==> src/hdl/rmt_pkg.sv <==
// Shared types and constants of the running mode tracker.
// No dependencies; used by the controller, the datapath and the top level.
package rmt_pkg;

    localparam int DATA_W            = 32;
    localparam int MODE_COUNT_W      = 16;
    localparam int TABLE_ENTRIES_DEF = 64;
    localparam int COUNT_BITS_DEF    = 16;

    // Commands from the controller to the datapath.
    typedef struct packed {
        logic start;
        logic search;
        logic update;
    } dp_cmd_t;

    // Status from the datapath back to the controller.
    typedef struct packed {
        logic search_end;
        logic out_free;
    } dp_status_t;

endpackage

==> src/hdl/rmt_ram.sv <==
// Generic single-port RAM with a registered read.
// No dependencies.
module rmt_ram #(
    parameter int WIDTH = 8,
    parameter int DEPTH = 64
) (
    input  logic                     clk,
    input  logic                     we,
    input  logic [$clog2(DEPTH)-1:0] addr,
    input  logic [WIDTH-1:0]         wdata,
    output logic [WIDTH-1:0]         rdata
);

    logic [WIDTH-1:0] mem_reg [DEPTH];
    logic [WIDTH-1:0] rdata_reg;

    always_ff @(posedge clk)
    begin
        if (we)
        begin
            mem_reg[addr] <= wdata;
        end
        rdata_reg <= mem_reg[addr];
    end

    assign rdata = rdata_reg;

endmodule

==> src/hdl/rmt_ctrl.sv <==
// Sequencing controller of the running mode tracker.
// Depends on rmt_pkg for the command and status structs.
module rmt_ctrl (
    input  logic                clk,
    input  logic                rst_n,
    input  logic                in_valid,
    output logic                in_stall,
    input  rmt_pkg::dp_status_t status,
    output rmt_pkg::dp_cmd_t    cmd
);

    localparam logic [1:0] ST_IDLE   = 2'd0;
    localparam logic [1:0] ST_SEARCH = 2'd1;
    localparam logic [1:0] ST_UPDATE = 2'd2;

    logic [1:0] state_reg;
    logic [1:0] state_next;

    always_comb
    begin
        state_next = state_reg;
        cmd        = '0;
        in_stall   = 1'b1;
        case (state_reg)
            ST_IDLE:
            begin
                in_stall  = 1'b0;
                cmd.start = in_valid;
                if (in_valid)
                begin
                    state_next = ST_SEARCH;
                end
            end
            ST_SEARCH:
            begin
                cmd.search = 1'b1;
                if (status.search_end)
                begin
                    state_next = ST_UPDATE;
                end
            end
            ST_UPDATE:
            begin
                // The result is committed only once the output register can take it.
                cmd.update = status.out_free;
                if (status.out_free)
                begin
                    state_next = ST_IDLE;
                end
            end
            default:
            begin
                state_next = ST_IDLE;
            end
        endcase
    end

    always_ff @(posedge clk or negedge rst_n)
    begin
        if (!rst_n)
        begin
            state_reg <= ST_IDLE;
        end
        else
        begin
            state_reg <= state_next;
        end
    end

endmodule

==> src/hdl/rmt_dp.sv <==
// Datapath of the running mode tracker: table scan, count update, leader and output register.
// Depends on rmt_pkg and instantiates rmt_ram for the key and count table.
module rmt_dp #(
    parameter int TABLE_ENTRIES = rmt_pkg::TABLE_ENTRIES_DEF,
    parameter int COUNT_BITS    = rmt_pkg::COUNT_BITS_DEF
) (
    input  logic                                    clk,
    input  logic                                    rst_n,
    input  rmt_pkg::dp_cmd_t                        cmd,
    output rmt_pkg::dp_status_t                     status,
    input  logic signed [rmt_pkg::DATA_W-1:0]       sample_value,
    input  logic                                    end_of_set,
    output logic                                    out_valid,
    input  logic                                    out_stall,
    output logic signed [rmt_pkg::DATA_W-1:0]       mode_value,
    output logic        [rmt_pkg::MODE_COUNT_W-1:0] mode_count,
    output logic                                    table_overflow,
    output logic                                    set_done
);

    localparam int IDX_W   = $clog2(TABLE_ENTRIES);
    localparam int USED_W  = $clog2(TABLE_ENTRIES + 1);
    localparam int ENTRY_W = rmt_pkg::DATA_W + COUNT_BITS;
    localparam logic [USED_W-1:0]     USED_FULL = USED_W'(TABLE_ENTRIES);
    localparam logic [COUNT_BITS-1:0] COUNT_MAX = {COUNT_BITS{1'b1}};

    logic [rmt_pkg::DATA_W-1:0] value_reg;
    logic                       last_reg;
    logic [USED_W-1:0]          used_reg;
    logic [USED_W-1:0]          idx_reg;
    logic                       rd_pend_reg;
    logic [IDX_W-1:0]           rd_idx_reg;
    logic                       hit_reg;
    logic [IDX_W-1:0]           slot_reg;
    logic [COUNT_BITS-1:0]      cnt_reg;
    logic [rmt_pkg::DATA_W-1:0] leader_value_reg;
    logic [COUNT_BITS-1:0]      leader_count_reg;
    logic                       ovf_reg;
    logic                       out_valid_reg;
    logic [rmt_pkg::DATA_W-1:0] out_value_reg;
    logic [COUNT_BITS-1:0]      out_count_reg;
    logic                       out_ovf_reg;
    logic                       out_done_reg;

    logic                       ram_we;
    logic [IDX_W-1:0]           ram_addr;
    logic [ENTRY_W-1:0]         ram_wdata;
    logic [ENTRY_W-1:0]         ram_rdata;
    logic [rmt_pkg::DATA_W-1:0] rd_key;
    logic [COUNT_BITS-1:0]      rd_cnt;

    logic                       hit_now;
    logic                       issue;
    logic                       table_full;
    logic                       do_write;
    logic [COUNT_BITS-1:0]      new_cnt;
    logic [IDX_W-1:0]           wr_slot;
    logic                       take_lead;
    logic [rmt_pkg::DATA_W-1:0] lead_value_upd;
    logic [COUNT_BITS-1:0]      lead_count_upd;
    logic                       ovf_upd;

    rmt_ram #(
        .WIDTH(ENTRY_W),
        .DEPTH(TABLE_ENTRIES)
    ) u_table (
        .clk  (clk),
        .we   (ram_we),
        .addr (ram_addr),
        .wdata(ram_wdata),
        .rdata(ram_rdata)
    );

    assign rd_key = ram_rdata[ENTRY_W-1:COUNT_BITS];
    assign rd_cnt = ram_rdata[COUNT_BITS-1:0];

    // One read is issued per cycle while the scan runs; its data is compared in the cycle after.
    assign hit_now = rd_pend_reg && (rd_key == value_reg);
    assign issue   = cmd.search && (idx_reg != used_reg) && !hit_now;

    assign status.search_end = hit_now || ((idx_reg == used_reg) && !rd_pend_reg);
    assign status.out_free   = !out_valid_reg || !out_stall;

    assign table_full = (used_reg == USED_FULL);
    assign do_write   = hit_reg || !table_full;
    assign wr_slot    = hit_reg ? slot_reg : used_reg[IDX_W-1:0];

    always_comb
    begin
        if (!hit_reg)
        begin
            new_cnt = COUNT_BITS'(1);
        end
        else if (cnt_reg == COUNT_MAX)
        begin
            new_cnt = cnt_reg;
        end
        else
        begin
            new_cnt = cnt_reg + COUNT_BITS'(1);
        end
    end

    // A count that only ties the leader does not take the lead.
    assign take_lead      = do_write && (new_cnt > leader_count_reg);
    assign lead_value_upd = take_lead ? value_reg : leader_value_reg;
    assign lead_count_upd = take_lead ? new_cnt : leader_count_reg;
    assign ovf_upd        = ovf_reg | !do_write;

    assign ram_we    = cmd.update && do_write;
    assign ram_addr  = cmd.update ? wr_slot : idx_reg[IDX_W-1:0];
    assign ram_wdata = {value_reg, new_cnt};

    always_ff @(posedge clk or negedge rst_n)
    begin
        if (!rst_n)
        begin
            used_reg         <= '0;
            idx_reg          <= '0;
            rd_pend_reg      <= 1'b0;
            leader_value_reg <= '0;
            leader_count_reg <= '0;
            ovf_reg          <= 1'b0;
            out_valid_reg    <= 1'b0;
        end
        else
        begin
            if (cmd.start)
            begin
                idx_reg     <= '0;
                rd_pend_reg <= 1'b0;
            end
            else if (cmd.search)
            begin
                rd_pend_reg <= issue;
                if (issue)
                begin
                    idx_reg <= idx_reg + USED_W'(1);
                end
            end

            if (cmd.update)
            begin
                out_valid_reg <= 1'b1;
                if (last_reg)
                begin
                    // The set is finished: the table is emptied for the next one.
                    used_reg         <= '0;
                    leader_value_reg <= '0;
                    leader_count_reg <= '0;
                    ovf_reg          <= 1'b0;
                end
                else
                begin
                    if (!hit_reg && !table_full)
                    begin
                        used_reg <= used_reg + USED_W'(1);
                    end
                    leader_value_reg <= lead_value_upd;
                    leader_count_reg <= lead_count_upd;
                    ovf_reg          <= ovf_upd;
                end
            end
            else if (!out_stall)
            begin
                out_valid_reg <= 1'b0;
            end
        end
    end

    always_ff @(posedge clk)
    begin
        if (cmd.start)
        begin
            value_reg <= sample_value;
            last_reg  <= end_of_set;
        end
        if (issue)
        begin
            rd_idx_reg <= idx_reg[IDX_W-1:0];
        end
        if (cmd.search && status.search_end)
        begin
            hit_reg  <= hit_now;
            slot_reg <= rd_idx_reg;
            cnt_reg  <= rd_cnt;
        end
        if (cmd.update)
        begin
            out_value_reg <= lead_value_upd;
            out_count_reg <= lead_count_upd;
            out_ovf_reg   <= ovf_upd;
            out_done_reg  <= last_reg;
        end
    end

    assign out_valid      = out_valid_reg;
    assign mode_value     = out_value_reg;
    assign mode_count     = rmt_pkg::MODE_COUNT_W'(out_count_reg);
    assign table_overflow = out_ovf_reg;
    assign set_done       = out_done_reg;

endmodule

==> src/hdl/running_mode_tracker.sv <==
// Top level of the running mode tracker: streaming mode of a set of signed values.
// Depends on rmt_pkg; instantiates rmt_ctrl and rmt_dp.
//
//   channel   | handshake          | fields
//   ----------+--------------------+--------------------------------------------------
//   input     | in_valid, in_stall | sample_value, end_of_set
//   output    | out_valid, out_stall | mode_value, mode_count, table_overflow, set_done
//
// An item's scan grows with the entries it must read: a value new to the set reads every
// entry, a value that matches an entry stops there, and the first value of a set reads
// none. The scan reads the single-port table RAM once per cycle, and a new input is
// taken only after the update of the previous one.
// Reset is asynchronous and active low; the table needs no clearing, as only entries
// below the fill count are read. A stalled result holds in the output register while
// the next transfer on the input side is already taken and scanned.
module running_mode_tracker #(
    parameter int TABLE_ENTRIES = rmt_pkg::TABLE_ENTRIES_DEF,
    parameter int COUNT_BITS    = rmt_pkg::COUNT_BITS_DEF
) (
    input  logic                                    clk,
    input  logic                                    rst_n,
    input  logic                                    in_valid,
    output logic                                    in_stall,
    input  logic signed [rmt_pkg::DATA_W-1:0]       sample_value,
    input  logic                                    end_of_set,
    output logic                                    out_valid,
    input  logic                                    out_stall,
    output logic signed [rmt_pkg::DATA_W-1:0]       mode_value,
    output logic        [rmt_pkg::MODE_COUNT_W-1:0] mode_count,
    output logic                                    table_overflow,
    output logic                                    set_done
);

    rmt_pkg::dp_cmd_t    cmd;
    rmt_pkg::dp_status_t status;

    rmt_ctrl u_ctrl (
        .clk     (clk),
        .rst_n   (rst_n),
        .in_valid(in_valid),
        .in_stall(in_stall),
        .status  (status),
        .cmd     (cmd)
    );

    rmt_dp #(
        .TABLE_ENTRIES(TABLE_ENTRIES),
        .COUNT_BITS   (COUNT_BITS)
    ) u_dp (
        .clk           (clk),
        .rst_n         (rst_n),
        .cmd           (cmd),
        .status        (status),
        .sample_value  (sample_value),
        .end_of_set    (end_of_set),
        .out_valid     (out_valid),
        .out_stall     (out_stall),
        .mode_value    (mode_value),
        .mode_count    (mode_count),
        .table_overflow(table_overflow),
        .set_done      (set_done)
    );

endmodule

==> config.mk <==
export PLATFORM = sky130hd
export DESIGN_NAME = running_mode_tracker
export DESIGN_NICKNAME = d
export VERILOG_FILES = /design/src/hdl/rmt_pkg.sv /design/src/hdl/rmt_ram.sv /design/src/hdl/rmt_ctrl.sv /design/src/hdl/rmt_dp.sv /design/src/hdl/running_mode_tracker.sv
export SDC_FILE = /design/constraint.sdc
export NUM_CORES = 2
export LEC_CHECK = 0
export BUFFER_PORTS_ARGS = -buffer_cell sky130_fd_sc_hd__buf_2
export CAP_MARGIN = 20
export CORE_MARGIN = 1.5
export CORE_UTILIZATION = 24
export CTS_CLUSTER_DIAMETER = 50
export DETAILED_ROUTE_END_ITERATION = 8
export SYNTH_ARGS = -nofsm -noshare
export SYNTH_HDL_FRONTEND = slang
export SYNTH_HIERARCHICAL = 1
export SYNTH_SLANG_ARGS = --single-unit
==> constraint.sdc <==
create_clock -name clk -period 7.9 [get_ports clk]
set_clock_uncertainty 0.05 [all_clocks]
set_input_delay 0.395 -clock clk [delete_from_list [all_inputs] [get_ports clk]]
set_output_delay 0.395 -clock clk [all_outputs]
set_load 0.1 [all_outputs]
-- After elaboration in Yosys (flattened, before gate mapping)
Memory sizes are Yosys's and may differ from the RTL's. A register that Yosys moved wholly into a read port is not among the register bits.
Index checks and enable logic that the tools add are counted.
- register bits: 179
- bits in latches: 0
- bits in writable memories: 3072
- memory bits (read-only): 0
- bits of input ports: 37
- output and inout port bits: 52
- memories kept: 1
- memories (memory ; words ; width ; rd ports ; clocked after memory_dff ; wr ports ; line ; RTL):
    u_dp.u_table.mem_reg ; 64 ; 48 ; 1 ; 1 ; 1 ; rmt_ram.sv:14 ; logic [WIDTH-1:0] mem_reg [DEPTH];
- add/subtract/negate cells: 3
- multipliers: 0
- divide/modulo/power cells: 0
- order comparisons: 1
- equal/unequal tests: 11
- shifts and indexed selects: 0
- mux-type cells: 28
- bitwise logic cells: 1
- reductions and logical operators: 25
- operators by type and width (operator ; number):
    $mux W16 ; 4
    $mux W32 ; 2
    $mux W7 ; 5
    $eq A32 B32 Y1 ; 1
    $add A16 B1 Y16 const B ; 1
    $eq A16 B16 Y1 const B ; 1
    $gt A16 B16 Y1 ; 1
    $add A7 B1 Y7 const B ; 2
    $mux W6 ; 2
    $mux W1 ; 11
    $logic_and A1 B1 Y1 ; 8
    $eq A7 B7 Y1 ; 1
    $eq A7 B7 Y1 const B ; 1
    $logic_not A1 Y1 ; 7
    $ne A7 B7 Y1 ; 1
    $mux W2 ; 3
    $ne A2 B1 Y1 const B ; 3
    $pmux W2 S3 ; 1
    $reduce_bool A2 Y1 ; 3
    $reduce_and A2 Y1 ; 2
    $logic_or A1 B1 Y1 ; 3
    $reduce_and A3 Y1 ; 1
    $eq A2 B1 Y1 const B ; 1
    $eq A2 B2 Y1 const B ; 1
    3 further kinds ; 3

-- Logic depth before layout (Yosys ltp)
- word-level depth: 7
- mapped depth: 17
- mapped depth without buffers: 13

-- Cells and area by module
Netlist, hierarchy kept.
- modules (own cells, without submodules) (module ; times used ; cells an instance ; area an instance (µm²) ; seq. area each (µm²)):
    rmt_ram ; 1 ; 6380 ; 117525.2 ; 93209.4
    rmt_dp ; 1 ; 604 ; 8055.2 ; 4989.8
    rmt_ctrl ; 1 ; 14 ; 120.1 ; 50.0

-- Worst setup path before layout
No wires, ideal clock.
- kind: register to register
- start: register u_dp.out_valid_reg (netlist: u_dp/out_valid)
- end: memory u_dp/u_table/mem_reg[15][0] in the netlist's numbering (enable)
- data arrival time: 7.453 ns
- slack: -0.057 ns
- stages on the path, launching flop included: 15
- buffers on the path: 6
- cell sequence: dfrtp_1 > nand2_1 > nand2_1 > nor2_1 > clkbuf_1 > clkbuf_1 > nor2_1 > a21oi_1 > and2_1 > buf_2 > buf_4 > buf_2 > buf_1 > nand3_1 > nor2_1
- RTL lines (element ; line ; RTL):
    from (decl) ; rmt_dp.sv:39 ; logic out_valid_reg;
    from (signal assigned) ; rmt_dp.sv:124 ; out_valid_reg <= 1'b0;
    from (signal assigned) ; rmt_dp.sv:144 ; out_valid_reg <= 1'b1;
    from (signal assigned) ; rmt_dp.sv:166 ; out_valid_reg <= 1'b0;
    to (decl) ; rmt_ram.sv:14 ;

==> flow_metrics.tcl <==
set metrics [dict create \
    ctsLongestPathBuffers 4 \
    root_buffer "clkbuf_16" \
    drv_cap 0 \
    layout_common_cells "edfxtp_1 (3184), a22oi_1 (494), a221oi_1 (448), clkbuf_16 (343), mux2_2 (310)" \
    synth_nets 7055 \
    synth_simple_gate_area_frac 0.0246 \
    synth_warnings 6 \
    critPathLaunchType "flip-flop" \
    ir_worst_vdd_mv 0.263 \
    largest_reg_flops 3072 \
    p_sw_mw 15.6 \
    synth_edf_count 3184 \
    cts_tree "built" \
    setup_tns_ps 0 \
    cts_sinks 3299 \
    core_area_mm2 0.521 \
    worst-slew-pin-transition_ps 1220 \
    mostFrequentLayoutCell "edfxtp_1" \
    antenna_found_initial 26 \
    critical_path_class "reg2reg" \
    critPathCaptureType "flip-flop" \
    path_delay_family "buffers and inverters" \
    gr-total-overflow 0 \
    final-hold-violation-count 0 \
    post-route-util 0.283 \
    cts_resized 0 \
    cts-htree-levels 5 \
    drc 0 \
    fin_crit_ps 5810 \
    grt_pass1_vias 69100 \
    critPathArrivalTime_ps 6300 \
    portBuffers 88 \
    initial_core_util 0.241 \
    multiInputGateArea_mm2 0.0259 \
    ant_nets 0 \
    vias 73000 \
    status "finished, final reports clean" \
    wl_um 404000 \
    fillerInstances 51400 \
    avgViaCountPerCell 5.03 \
    die-area_mm2 0.528 \
    rsz0062_at_grt "no" \
    drtPass1Iterations 6 \
    fin_crit_sh 0.735 \
    synth-main-ff-cell "edfxtp_1" \
    grt_pass1_wl_um 556000 \
    die_w_um 727 \
    post_cts_buffers 0 \
    synthesis.instances 6998 \
    areaGrowthSynthToFinish_pct 17.5 \
    fp.dieH_um 727 \
    swShare 0.326 \
    pwr-share-seq 0.404 \
    grt_max_degree 105 \
    ys_types 74 \
    slowest_delay_ps 740 \
    seqCellArea_mm2 0.0982 \
    insertion_delay_ps 1000 \
    clk_pin_slew_ps 60 \
    wl_per_cell_um 27.9 \
    dr.first_iter.drc_count 10400 \
    setup_violations 0 \
    p_int_mw 32.3 \
    fmax_ghz 0.172 \
    dpl.hpwl_um 227000 \
    synth_xor_area_frac 0.00341 \
    synthAdderAreaFrac 0.00199 \
    leakage_nw 45.9 \
    synth_compound_area_frac 0.0981 \
    synthArstFlopShare 0.0203 \
    synth_area_mm2 0.126 \
    critical_path.startpoint "u_dp/out_valid" \
    syn_avg_cell_area_um2 18.0 \
    holdWs_ps 10.5 \
    required_ps 8400 \
    critical_path.max_fanout 49 \
    grt_use_total 0.146 \
    crit_buf_inv 5 \
    hp-class "in2async" \
    power_frac_clock 0.332 \
    gp_congestion 0.815 \
    drive_gt1_frac 0.187 \
    finalPower_mw 48.0 \
    yosysSeqAreaShare 0.782 \
    ios 89 \
    cts_buffers 341 \
    power_frac_comb 0.264 \
    slew_violations 0 \
    synth_top_family_by_area "compound AO/OA/AOI/OAI gates" \
    slowest_stage "nor2_4" \
    cp_common_cell "buf_4" \
    r2r_start "u_dp/out_valid" \
    max_slew_margin 0.185 \
    crit_path_cell_trace "nand2_1, nand2_1, nor2_4, buf_4, nor2_1, a21oi_1, buf_4, nand3b_1, buf_12, nor2_4, buf_4, buf_4" \
    nets 7329 \
    synth_seq_cells 3299 \
    power_density_mw_per_mm2 325 \
    synthMuxAreaShare 0.0718 \
    rows 265 \
]
## Yosys cell counts (all sizes together), types with 67 or more instances
master  count  area [um^2]
o21ai     222         1110
mux2i     296         2960
nand2     121          454
buf       231         1260
dfrtp      67         1680
o22ai      96          601
a221oi    448         3920
edfxtp   3184        95600
a21oi     259         1300
mux4      110         2480
nor2      316         1190
clkbuf    253          952
a22oi     494         3710
mux2      318         3580
## worst reg2reg max path, stage by stage (launching register included)
cell and delay, ps:
dfrtp_1 380, nand2_1 130, nand2_1 110, nor2_4 740
buf_4 680, nor2_1 90, a21oi_1 180, buf_4 210
nand3b_1 740, buf_12 580, nor2_4 180, buf_4 540
buf_4 740
## routing by layer
layer | vias to the layer above | GRT usage | part of all wire
met3 | 792 | 0.0340 | 0.11
met1 | 38200 | 0.203 | 0.40
li1 | 29400 | - | -
met5 | - | 0 | 0.00017
met4 | 10 | 0.0539 | 0.041
met2 | 4548 | 0.223 | 0.44
## power by group through the flow
stage / clock network [mW] / registers [mW] / logic (mW)
after global routing: 16.8 / 19.4 / 13.2
after detailed placement: 0 / 19.7 / 12.4
after floorplan: 0 / 19.6 / 7.75
after CTS: 16.1 / 19.4 / 12.4
final: 15.9 / 19.4 / 12.7
after global placement: 0 / 19.7 / 12.3
## cell type report
class,count,area share
Clock inverter,171,0.0126
Timing Repair Buffer,415,0.0253
Sequential cell,3299,0.665
Inverter,32,0.000847
Antenna cell,12,0.000203
Tap cell,6942,0.0588
Multi-Input combinational cell,3183,0.175
Clock buffer,454,0.0617
## cell families (layout without fill, tap and decap cells)
family | Yosys count | count (layout)
multiplexers | 724 | 724
AND/OR/NAND/NOR | 668 | 668
XOR/XNOR | 49 | 49
other | 0 | 12
flip-flops | 3299 | 3299
AO/OA/AOI/OAI | 1722 | 1722
buffers and inverters | 516 | 1072
adder cells (fa/ha/maj) | 20 | 20
## stage by stage
stage          area [um^2]  worst slack, ps  std cells
5_1_grt             148000             1940      14500
4_1_cts             148000             2250      14500
6_report            148000             2090      14500
2_1_floorplan       126000              775       6998
3_3_place_gp        136000             2180      13800
3_5_place_dp        136000             2210      13800
## worst paths after layout
path	endpoint	slack, ps	cells after the start
setup / recovery	u_dp/u_table/mem_reg[54][18]	2090	12
max in group asynchronous	u_dp/leader_value_reg[21]	7080	2
hold reg to reg	u_dp/cnt_reg[14]	350	0
setup reg to reg	u_dp/u_table/mem_reg[54][18]	2090	12
hold / removal	u_dp/out_valid	10	2
min in group clk	u_dp/value_reg[31]	80	2
## repair_timing
item / in CTS / in global routing
hold buffers: 36 / 0
hold endpoints to repair: 111 / 0
setup endpoints to repair: 0 / 0
No activity file was read; power rests on OpenSTA's default activity.
